File: src/rgbhsv_pkg.sv
// rgbhsv_pkg: shared types and constants for the RGB to HSV pixel converter.
// No dependencies; imported by every module of the block.
package rgbhsv_pkg;

	localparam int unsigned CHAN_W     = 8;
	localparam int unsigned CELL_COUNT = CHAN_W;
	localparam int unsigned HUE_REM_W  = 17;
	localparam int unsigned HUE_DIV_W  = CHAN_W + 1;
	localparam int unsigned SAT_REM_W  = 2 * CHAN_W;
	localparam logic [CHAN_W-1:0] HUE_HALF_MAX = 8'd179;

	typedef struct packed {
		logic [CHAN_W-1:0] red;
		logic [CHAN_W-1:0] green;
		logic [CHAN_W-1:0] blue;
	} pixel_rgb_t;

	typedef struct packed {
		logic [CHAN_W-1:0] hue_half;
		logic [CHAN_W-1:0] saturation;
		logic [CHAN_W-1:0] brightness;
	} pixel_hsv_t;

	typedef enum logic [1:0] {
		SEC_RED   = 2'd0,
		SEC_GREEN = 2'd1,
		SEC_BLUE  = 2'd2
	} sector_t;

	// Data handed from cell to cell along the divider chain.
	typedef struct packed {
		logic                 valid;
		logic                 flat;
		logic [CHAN_W-1:0]    brightness;
		logic [HUE_REM_W-1:0] hue_rem;
		logic [HUE_DIV_W-1:0] hue_div;
		logic [CHAN_W-1:0]    hue_q;
		logic [SAT_REM_W-1:0] sat_rem;
		logic [CHAN_W-1:0]    sat_div;
		logic [CHAN_W-1:0]    sat_q;
	} cell_data_t;

endpackage

File: src/rgbhsv_prep.sv
// rgbhsv_prep: two pipeline stages that find max, min and sector, then form the
// hue and saturation dividends and divisors. Depends on rgbhsv_pkg.
module rgbhsv_prep (
	input  logic                    clk,
	input  logic                    arst_n,
	input  logic                    en,
	input  logic                    valid,
	input  rgbhsv_pkg::pixel_rgb_t  pixel,
	output rgbhsv_pkg::cell_data_t  data
);
	import rgbhsv_pkg::*;

	logic              valid_s1;
	logic [CHAN_W-1:0] hi_s1;
	logic [CHAN_W-1:0] d_s1;
	logic signed [CHAN_W:0] diff_s1;
	sector_t           sector_s1;

	logic [CHAN_W-1:0] hi_c;
	logic [CHAN_W-1:0] lo_c;
	logic signed [CHAN_W:0] diff_c;
	sector_t           sector_c;

	logic signed [18:0] diff_x;
	logic signed [18:0] d_x;
	logic signed [18:0] offs;
	logic signed [18:0] num_raw;
	logic signed [18:0] num_wrap;
	cell_data_t         data_c;
	cell_data_t         data_s2;

	always_comb begin
		if (pixel.red >= pixel.green && pixel.red >= pixel.blue) begin
			hi_c     = pixel.red;
			sector_c = SEC_RED;
			diff_c   = $signed({1'b0, pixel.green}) - $signed({1'b0, pixel.blue});
		end else if (pixel.green >= pixel.blue) begin
			hi_c     = pixel.green;
			sector_c = SEC_GREEN;
			diff_c   = $signed({1'b0, pixel.blue}) - $signed({1'b0, pixel.red});
		end else begin
			hi_c     = pixel.blue;
			sector_c = SEC_BLUE;
			diff_c   = $signed({1'b0, pixel.red}) - $signed({1'b0, pixel.green});
		end
		lo_c = pixel.red;
		if (pixel.green < lo_c) lo_c = pixel.green;
		if (pixel.blue < lo_c) lo_c = pixel.blue;
	end

	always_ff @(posedge clk or negedge arst_n) begin
		if (!arst_n) begin
			valid_s1  <= 1'b0;
			hi_s1     <= '0;
			d_s1      <= '0;
			diff_s1   <= '0;
			sector_s1 <= SEC_RED;
		end else if (en) begin
			valid_s1  <= valid;
			hi_s1     <= hi_c;
			d_s1      <= hi_c - lo_c;
			diff_s1   <= diff_c;
			sector_s1 <= sector_c;
		end
	end

	always_comb begin
		diff_x = 19'(diff_s1);
		d_x    = $signed({11'b0, d_s1});
		unique case (sector_s1)
			SEC_RED:   offs = 19'sd0;
			SEC_GREEN: offs = 19'sd120;
			SEC_BLUE:  offs = 19'sd240;
			default:   offs = 19'sd0;
		endcase
		num_raw  = diff_x * 19'sd60 + d_x * offs;
		num_wrap = num_raw[18] ? num_raw + d_x * 19'sd360 : num_raw;

		data_c.valid      = valid_s1;
		data_c.flat       = (d_s1 == '0);
		data_c.brightness = hi_s1;
		data_c.hue_rem    = num_wrap[HUE_REM_W-1:0];
		data_c.hue_div    = {d_s1, 1'b0};
		data_c.hue_q      = '0;
		data_c.sat_rem    = {d_s1, 8'b0} - {8'b0, d_s1};
		data_c.sat_div    = hi_s1;
		data_c.sat_q      = '0;
	end

	always_ff @(posedge clk or negedge arst_n) begin
		if (!arst_n) begin
			data_s2 <= '0;
		end else if (en) begin
			data_s2 <= data_c;
		end
	end

	assign data = data_s2;

endmodule

File: src/rgbhsv_div_cell.sv
// rgbhsv_div_cell: one restoring-division step for the hue and saturation lanes,
// one quotient bit each, registered. Depends on rgbhsv_pkg.
module rgbhsv_div_cell (
	input  logic                    clk,
	input  logic                    arst_n,
	input  logic                    en,
	input  rgbhsv_pkg::cell_data_t  prev,
	output rgbhsv_pkg::cell_data_t  next
);
	import rgbhsv_pkg::*;

	logic [HUE_REM_W-1:0] hue_cmp;
	logic                 hue_ge;
	logic [HUE_REM_W-1:0] hue_sel;
	logic [SAT_REM_W-1:0] sat_cmp;
	logic                 sat_ge;
	logic [SAT_REM_W-1:0] sat_sel;
	cell_data_t           step_c;
	cell_data_t           data_q;

	always_comb begin
		hue_cmp = {1'b0, prev.hue_div, 7'b0};
		hue_ge  = prev.hue_rem >= hue_cmp;
		hue_sel = hue_ge ? prev.hue_rem - hue_cmp : prev.hue_rem;
		sat_cmp = {1'b0, prev.sat_div, 7'b0};
		sat_ge  = prev.sat_rem >= sat_cmp;
		sat_sel = sat_ge ? prev.sat_rem - sat_cmp : prev.sat_rem;

		step_c         = prev;
		step_c.hue_rem = {hue_sel[HUE_REM_W-2:0], 1'b0};
		step_c.hue_q   = {prev.hue_q[CHAN_W-2:0], hue_ge};
		step_c.sat_rem = {sat_sel[SAT_REM_W-2:0], 1'b0};
		step_c.sat_q   = {prev.sat_q[CHAN_W-2:0], sat_ge};
	end

	always_ff @(posedge clk or negedge arst_n) begin
		if (!arst_n) begin
			data_q <= '0;
		end else if (en) begin
			data_q <= step_c;
		end
	end

	assign next = data_q;

endmodule

File: src/rgbhsv_skid.sv
// rgbhsv_skid: output register with one spare entry so that the pipeline's
// advance depends only on registered state. Depends on rgbhsv_pkg.
module rgbhsv_skid (
	input  logic                    clk,
	input  logic                    arst_n,
	input  logic                    push,
	input  rgbhsv_pkg::pixel_hsv_t  push_data,
	output logic                    room,
	output logic                    hsv_valid,
	input  logic                    hsv_ready,
	output rgbhsv_pkg::pixel_hsv_t  hsv
);
	import rgbhsv_pkg::*;

	logic       out_valid_q;
	pixel_hsv_t out_q;
	logic       spare_valid_q;
	pixel_hsv_t spare_q;
	logic       take;

	assign take = out_valid_q && hsv_ready;

	always_ff @(posedge clk or negedge arst_n) begin
		if (!arst_n) begin
			out_valid_q   <= 1'b0;
			spare_valid_q <= 1'b0;
		end else begin
			priority if (!out_valid_q || take) begin
				if (spare_valid_q) begin
					out_valid_q   <= 1'b1;
					spare_valid_q <= 1'b0;
				end else begin
					out_valid_q <= push;
				end
			end else begin
				spare_valid_q <= spare_valid_q || push;
			end
		end
	end

	always_ff @(posedge clk) begin
		if (!out_valid_q || take) begin
			out_q <= spare_valid_q ? spare_q : push_data;
		end
		if (push && out_valid_q && !take) begin
			spare_q <= push_data;
		end
	end

	assign room      = !spare_valid_q;
	assign hsv_valid = out_valid_q;
	assign hsv       = out_q;

endmodule

File: src/rgb_to_hsv_pixel.sv
// rgb_to_hsv_pixel: top level of the 8-bit RGB to HSV converter (hue halved).
// Depends on rgbhsv_pkg, rgbhsv_prep, rgbhsv_div_cell and rgbhsv_skid.
//
// Takes one pixel per clock and returns one HSV pixel per clock, in order, while
// the consumer keeps up. Acceptance to hsv_valid passes two front stages (max/min
// and sector selection, then the hue and saturation dividends), a chain of
// eight division cells that each settle one quotient bit of both hue and
// saturation, and an output register. A spare entry behind the output register
// keeps rgb_ready registered; once a stall fills the spare entry, the whole chain holds.
module rgb_to_hsv_pixel (
	input  logic                    clk,
	input  logic                    arst_n,
	input  logic                    rgb_valid,
	output logic                    rgb_ready,
	input  rgbhsv_pkg::pixel_rgb_t  rgb,
	output logic                    hsv_valid,
	input  logic                    hsv_ready,
	output rgbhsv_pkg::pixel_hsv_t  hsv
);
	import rgbhsv_pkg::*;

	logic       pipe_en;
	cell_data_t chain [0:CELL_COUNT];
	pixel_hsv_t result;
	logic       push;

	rgbhsv_prep u_prep (
		.clk    (clk),
		.arst_n (arst_n),
		.en     (pipe_en),
		.valid  (rgb_valid),
		.pixel  (rgb),
		.data   (chain[0])
	);

	for (genvar i = 0; i < CELL_COUNT; i++) begin : g_cell
		rgbhsv_div_cell u_cell (
			.clk    (clk),
			.arst_n (arst_n),
			.en     (pipe_en),
			.prev   (chain[i]),
			.next   (chain[i+1])
		);
	end

	always_comb begin
		result.hue_half   = chain[CELL_COUNT].flat ? '0 : chain[CELL_COUNT].hue_q;
		result.saturation = chain[CELL_COUNT].flat ? '0 : chain[CELL_COUNT].sat_q;
		result.brightness = chain[CELL_COUNT].brightness;
	end

	assign push      = pipe_en && chain[CELL_COUNT].valid;
	assign rgb_ready = pipe_en;

	rgbhsv_skid u_skid (
		.clk       (clk),
		.arst_n    (arst_n),
		.push      (push),
		.push_data (result),
		.room      (pipe_en),
		.hsv_valid (hsv_valid),
		.hsv_ready (hsv_ready),
		.hsv       (hsv)
	);

endmodule

File: config.mk
export PLATFORM = sky130hd
export DESIGN_NAME = rgb_to_hsv_pixel
export DESIGN_NICKNAME = d
export VERILOG_FILES = /design/src/rgbhsv_pkg.sv /design/src/rgbhsv_prep.sv /design/src/rgbhsv_div_cell.sv /design/src/rgbhsv_skid.sv /design/src/rgb_to_hsv_pixel.sv
export SDC_FILE = /design/constraint.sdc
export NUM_CORES = 1
export LEC_CHECK = 0
export ABC_AREA = 1
export BUFFER_PORTS_ARGS = -buffer_cell sky130_fd_sc_hd__buf_2
export CAP_MARGIN = 25
export CORE_UTILIZATION = 60
export CTS_CLUSTER_DIAMETER = 50
export CTS_CLUSTER_SIZE = 25
export DETAILED_ROUTE_END_ITERATION = 10
export PLACE_DENSITY = 0.77
export RECOVER_POWER = 25
export SKIP_CTS_REPAIR_TIMING = 1
export SYNTH_ARGS = -nofsm -noshare
export SYNTH_HDL_FRONTEND = slang
export SYNTH_SLANG_ARGS = --single-unit
File: constraint.sdc
create_clock -name clk -period 7.63 [get_ports clk]
set_input_delay 0.763 -clock clk [delete_from_list [all_inputs] [get_ports clk]]
set_output_delay 0.763 -clock clk [all_outputs]
set_load 0.01 [all_outputs]
# Word-level counts from Yosys, hierarchy flattened
# Cells that the tools add are included.
op_classes:
  n_mux: 29
  n_mul: 3
  order_cmp: 21
  addsub: 21
  reduce_logical: 11
  eq_ne: 2
op_table:
  columns: ["cell", "count"]
  rows:
  - ["$ge 17x16->1", 8]
  - ["$ge 16x15->1", 8]
  - ["$mux 16", 7]
  - ["$sub 16x16->16", 7]
  - ["$mux 15", 7]
  - ["$sub 15x15->15", 7]
  - ["$mux 8", 6]
  - ["$sub 8x8->9", 3]
  - ["$ge 8x8->1", 3]
  - ["$mux 24", 1]
  - ["$add 16x17->18", 1]
  - ["$mux 9", 2]
  - ["$add 17x17->17", 1]
  - ["$mux 17", 1]
  - ["$lt 8x8->1", 2]
  - ["$mul 8x8->16", 1]
  - ["$pmux 8 s2", 1]
  - ["$sub 16x8->16", 1]
  - ["$mul 8x6->14 const B", 1]
  - ["$mul 9x5->14 const B", 1]
  - ["$logic_not 8->1", 1]
  - ["$sub 8x8->8", 1]
  - ["$logic_and 1x1->1", 5]
  - ["$mux 2", 2]
  - ["other kinds (5)", 9]
totals:
  inputBits: 28
  elab_cells: 167
  regBits: 554

# Depth between registers and ports, before layout
logic_depth:
  word_depth: 6
  mapped_depth: 43
  mapped_depth_nobuf: 42

# Hierarchy
# From an unflattened synthesis, not the netlist that was laid out.
hier_totals:
  cells_unflattened: 5680
  area_unflattened_um2: 44500.2
modules_own_cells:
  columns: ["module", "n_inst", "cells_per_inst", "area_each_um2"]
  rows:
  - ["rgbhsv_div_cell at g_cell[0].u_cell ...", 5, 532, 4110.2]
  - ["rgbhsv_prep", 1, 1279, 9781.9]
  - ["rgbhsv_div_cell at g_cell[3].u_cell ...", 2, 522, 4032.6]
  - ["rgbhsv_div_cell at g_cell[5].u_cell", 1, 526, 4072.7]
  - ["rgbhsv_skid", 1, 135, 1868.0]
  - ["rgb_to_hsv_pixel", 1, 36, 161.4]

# Worst setup path after synthesis
# No wires, ideal clock.
synth_path:
  path_type: "register -> register"
  start: "register u_prep.sector_s1[0]"
  end: "register u_prep.data_s2 (netlist bit u_prep.data[65])"
  required_ps: 7513
  setup_ps: 117
  path_buffers: 1
  stages_incl_launch_ff: 37
  slack_ps: 1307
  arrival_ps: 6205
  cell_sequence: "dfrtp_1 > inv_1 > ha_1 > clkbuf_1 > nor2_1 > a21oi_1 > ha_1 > inv_1 > fa_1 > inv_1 > fa_1 > ha_1 > ha_1 > inv_1 > fa_1 > o21ai_0 > a21oi_1 > o21ai_0 > a21oi_1 > o21bai_1 > xor2_1 > inv_1 > ha_1 > xnor2_1 > inv_1 > ha_1 > nand2_1 > nor2_1 > nand3_1 > o21ai_0 > nand3_1 > nand2_1 > inv_1 > nand3_1 > nand2_1 > nand3_1 > nand2_1"
synth_between:
  elab_chain_cells: 6
synth_lines:
  columns: ["item", "line_no", "rtl"]
  rows:
  - ["start, declared", "rgbhsv_prep.sv:17", "sector_t sector_s1;"]
  - ["start signal, assigned", "rgbhsv_prep.sv:63", "sector_s1 <= sector_c;"]
  - ["$eq 2x2->1 or $eq 2x1->1 (tied branches)", "rgbhsv_prep.sv:70", "unique case (sector_s1)"]
  - ["$pmux 8 s2 (*)", "rgbhsv_prep.sv:70", null]
  - ["$mul 8x8->16 (*)", "rgbhsv_prep.sv:76", "num_raw = diff_x * 19'sd60 + d_x * offs;"]
  - ["$add 16x17->18 (*)", "rgbhsv_prep.sv:76", null]
  - ["$add 17x17->17", "rgbhsv_prep.sv:77", "num_wrap = num_raw[18] ? num_raw + d_x * 19'sd360 : num_raw;"]
  - ["$mux 17 (*)", "rgbhsv_prep.sv:77", null]
  - ["end signal, assigned", "rgbhsv_prep.sv:94", "data_s2 <= data_c;"]
  - ["end, declared", "rgbhsv_prep.sv:30", "cell_data_t data_s2;"]
# Every way passes the cells marked *; elsewhere a longest branch is shown, timed or not.
# A chain may end at the register's enable or synchronous reset.

# Final worst setup path
# Ends and elaborated chain as after synthesis.

==> results list <==
* Worst-case headroom to the max-slew limit: -2.611
* Net count after synthesis: 4,011
* Final setup vio count: 0
- Clock tree root driver cell: sky130_fd_sc_hd__clkbuf_16
* Worst setup skew after layout: 25.69 ps
* # nets final: 3,999
* I/O Buffers: 53
- Most instantiated library cell after synthesis: sky130_fd_sc_hd__nand2_1
* Post-route fraction of the period consumed by the critical path: 0.9143
- Entering global routing, the biggest net connects 226 pins.
- The floorplan step defined a die boundary enclosing 51,390 sq um.
* Number of antenna violations at the first check in global routing: 0
- Detailed placement finished with a half-perimeter wire length of 49,860 microns.
* Seq/Total Area, Yosys: 0.4111
* Die span in x: 226.7 microns
- For this design, the sink count on the clock tree is 488.
- The worst setup path is of the flop to flop kind.
* Violations in the final reports: max-capacitance violations, max-slew violations
- TritonCTS built the clock tree.
* Max Fanout on Critical Path: 10
* Cell variety after synth: 63
- Per-cell via count in the routed design: 5.449
- After global routing the overflow that remains totals 0.
- Standard cell with the maximum stage delay on the critical path: sky130_fd_sc_hd__fa_1
- Core region area: 49,360 sq um
* Flip-flop and latch count after synthesis: 488
* Total count of hold-check failures in the final report: 0
- CTS built an H-tree with a depth of 2.
* Post-Synthesis Mean Instance Area: 8.306 sq um
* Slew of the pin with the lowest slew margin: 5416 ps
- Kind of start point of the critical path: flop
- In this run, CTS created clock tree buffers numbering 48.
- Area of the mapped netlist: 30,290 sq um
* F_max: 0.1433 GHz
- In the synthesized netlist the dominant register cell turns out to be sky130_fd_sc_hd__dfrtp_1.
- The share of synthesized area in the top cell type comes to 0.3635.
* Unrepaired setup endpoints after global routing: false
- Crit. End Element: flop
- The first global-routing pass estimated 112,900 microns of wire.
* Post-CTS clock slew at the launch and capture registers of the worst setup and hold paths: 80 ps
- Before antenna repair, the detailed router went through 5 iterations.
* Count of antenna diodes in the layout: 0
* DR vias: 23,640
- After synthesis, the most frequently instantiated cells are sky130_fd_sc_hd__nand2_1 (835), sky130_fd_sc_hd__inv_1 (531), sky130_fd_sc_hd__o21ai_0 (493).
* Number of synthesis warnings: 0
* Total track usage: 0.2747
* Detailed router's first-iteration violation count: 1,782
- At the worst endpoint, the required time is 8110 ps.
- # rows: 81
* Average detailed-routed wire length per instance: 15.67 microns
- The die is 226.7 microns tall.
* Kind of cell with the highest combined delay on the critical path: adder cells
- In the final layout, the share of cells above drive strength 1 is 0.06015.
- The tightest min-delay check is of the input pin to flop type.
* Cell type with the largest total area after synthesis: sky130_fd_sc_hd__dfrtp_1
* Last weighted congestion value of the routability-driven placer: 0.8983
- Pins over their slew limit: 193
- Total wire length after detailed routing: 68,000 microns
- Via count of the first global-routing pass: 22,800
- Data arrives at the worst endpoint at 7460 ps.
- Outcome: finished with violations
- Yosys mapped a number of flops with a built-in enable equal to 48.
- Most common cell on crit path: sky130_fd_sc_hd__inv_1
* Post-synth ARST share: 0.9016
- Count of mapped cells out of synthesis: 3,647
* Reported max-cap violation count: 2
- In the routed design, unresolved DRC markers number 0.
- Ranked by total cell area, the synthesized netlist is headed by sky130_fd_sc_hd__dfrtp_1 (36%), sky130_fd_sc_hd__ha_1 (11%), sky130_fd_sc_hd__nand2_1 (10%).
* Setup tns final: 0 ps
- Clock insertion delay at the later pin of the skew report: 600 ps
- Count of buffering cells on the critical path with inverters included: 7
- Largest stage delay on the critical path: 520 ps
* Detail Route Antenna Nets: 0
- Subtracting the final worst setup slack from the clock period gives 6976 ps.
* Number of I/O pins: 54
* CTS Buffer Depth: 3
- Initial Util: 0.6137
- Area added between synthesis and finish: 8.038%
==> sequential cells by signal, indices dropped and copies added, names as in the netlist <==
name and count:
g_cell.u_cell.next 362, u_prep.data 48, u_skid.hsv 24, u_skid.spare_q 24, u_prep.diff_s1 9, u_prep.d_s1 8
u_prep.hi_s1 8, u_prep.sector_s1 2, u_prep.valid_s1 1, u_skid.hsv_valid 1, u_skid.spare_valid_q 1
==> kinds of logic after synthesis <==
| family | share of synthesized area |
|---|---|
| compound gates | 0.1535 |
| xor+xnor | 0.03932 |
| fa+ha+maj | 0.1537 |
| buf+inv | 0.08476 |
| mux | 0.0007022 |
| flops | 0.4111 |
| simple gates | 0.1570 |
==> path summary, 6_finish.rpt <==
check	slack (ps)	to	from	depth (start not counted)
max in group asynchronous	2180	g_cell[4].u_cell.next[33]	arst_n	1
setup / recovery	650	u_prep.data[65]	u_prep.sector_s1[0]	35
hold reg to reg	460	g_cell[7].u_cell.next[74]	g_cell[6].u_cell.next[74]	2
min in group asynchronous	2380	g_cell[7].u_cell.next[1]	arst_n	1
setup reg to reg	650	u_prep.data[65]	u_prep.sector_s1[0]	35
hold / removal	370	u_prep.valid_s1	rgb_valid	3
==> metrics by stage <==
step	util	area (sq um)	setup slack, ps	std cells	hold slack, ps
finish	0.6630	32730	653.7	4338	374.7
global route	0.6630	32730	35.63	4338	365.1
CTS	0.6626	32700	685.6	4336	265.0
detailed placement	0.6280	30990	713.2	4247	455.1
global placement	0.6280	30990	841.5	4247	451.1
floorplan	-	30290	1307	3647	442.2
==> cell type report <==
| class | instances | area [sq um] |
|---|---|---|
| clock buffers | 52 | 1247 |
| well taps | 664 | 830.8 |
| flip-flops and latches | 488 | 12450 |
| repair buffers | 65 | 426.7 |
| fillers | 4160 | 16630 |
| inverters | 540 | 2034 |
| multi-input cells | 2492 | 15270 |
| clock inverters | 37 | 460.4 |
==> per-layer routing <==
layer,share of wire,global-route usage,wire [microns],up-vias
met5,0,0,0,-
met4,0.040,0.1107,2732,0
met3,0.035,0.03006,2383,128
met2,0.49,0.4711,33490,422
met1,0.43,0.3546,29390,11170
li1,-,-,-,11920
==> layout by cell type, fill, tap and decap left out, types with 7 or more instances in the layout <==
cell type | synthesis | routed
sky130_fd_sc_hd__nand4_1 | 27 | 27
sky130_fd_sc_hd__a21o_1 | 7 | 7
sky130_fd_sc_hd__or2_2 | 8 | 8
sky130_fd_sc_hd__ha_1 | 276 | 276
sky130_fd_sc_hd__a31oi_1 | 20 | 20
sky130_fd_sc_hd__nor2_1 | 154 | 153
sky130_fd_sc_hd__a21oi_1 | 177 | 177
sky130_fd_sc_hd__fa_1 | 60 | 60
sky130_fd_sc_hd__nand2_1 | 835 | 835
sky130_fd_sc_hd__o31ai_1 | 8 | 8
sky130_fd_sc_hd__o21ai_0 | 493 | 493
sky130_fd_sc_hd__inv_8 | 0 | 7
sky130_fd_sc_hd__clkinv_8 | 0 | 8
sky130_fd_sc_hd__a21oi_2 | 9 | 9
sky130_fd_sc_hd__xor2_1 | 86 | 86
sky130_fd_sc_hd__buf_2 | 12 | 52
sky130_fd_sc_hd__o221ai_1 | 8 | 8
sky130_fd_sc_hd__o21ai_1 | 47 | 47
sky130_fd_sc_hd__a22oi_1 | 7 | 7
sky130_fd_sc_hd__nand2_2 | 11 | 11
sky130_fd_sc_hd__o211ai_1 | 19 | 19
sky130_fd_sc_hd__inv_2 | 9 | 8
sky130_fd_sc_hd__nand3_1 | 78 | 78
sky130_fd_sc_hd__o21ai_2 | 9 | 9
sky130_fd_sc_hd__inv_1 | 531 | 531
sky130_fd_sc_hd__dfrtp_1 | 440 | 440
sky130_fd_sc_hd__nor4_1 | 7 | 7
sky130_fd_sc_hd__a211oi_1 | 7 | 7
sky130_fd_sc_hd__edfxtp_1 | 48 | 48
sky130_fd_sc_hd__clkbuf_16 | 0 | 49
sky130_fd_sc_hd__nor3_1 | 19 | 19
sky130_fd_sc_hd__nor2_2 | 7 | 8
sky130_fd_sc_hd__xnor2_1 | 50 | 50
==> worst register-to-register path, delay by kind of cell, from the launching register on <==
family / cells / cell delay, ps
AOI/OAI and AO/OA: 7 / 1380
xor gates and xnor gates: 2 / 420
adders and majority gates: 9 / 3240
and+or+nand+nor: 10 / 1120
DFF: 1 / 380
buffers and inverters: 7 / 390
Power is left out: the tool's default activity adds up to more than one toggle a clock period on the data nets, which glitch-free logic cannot reach.
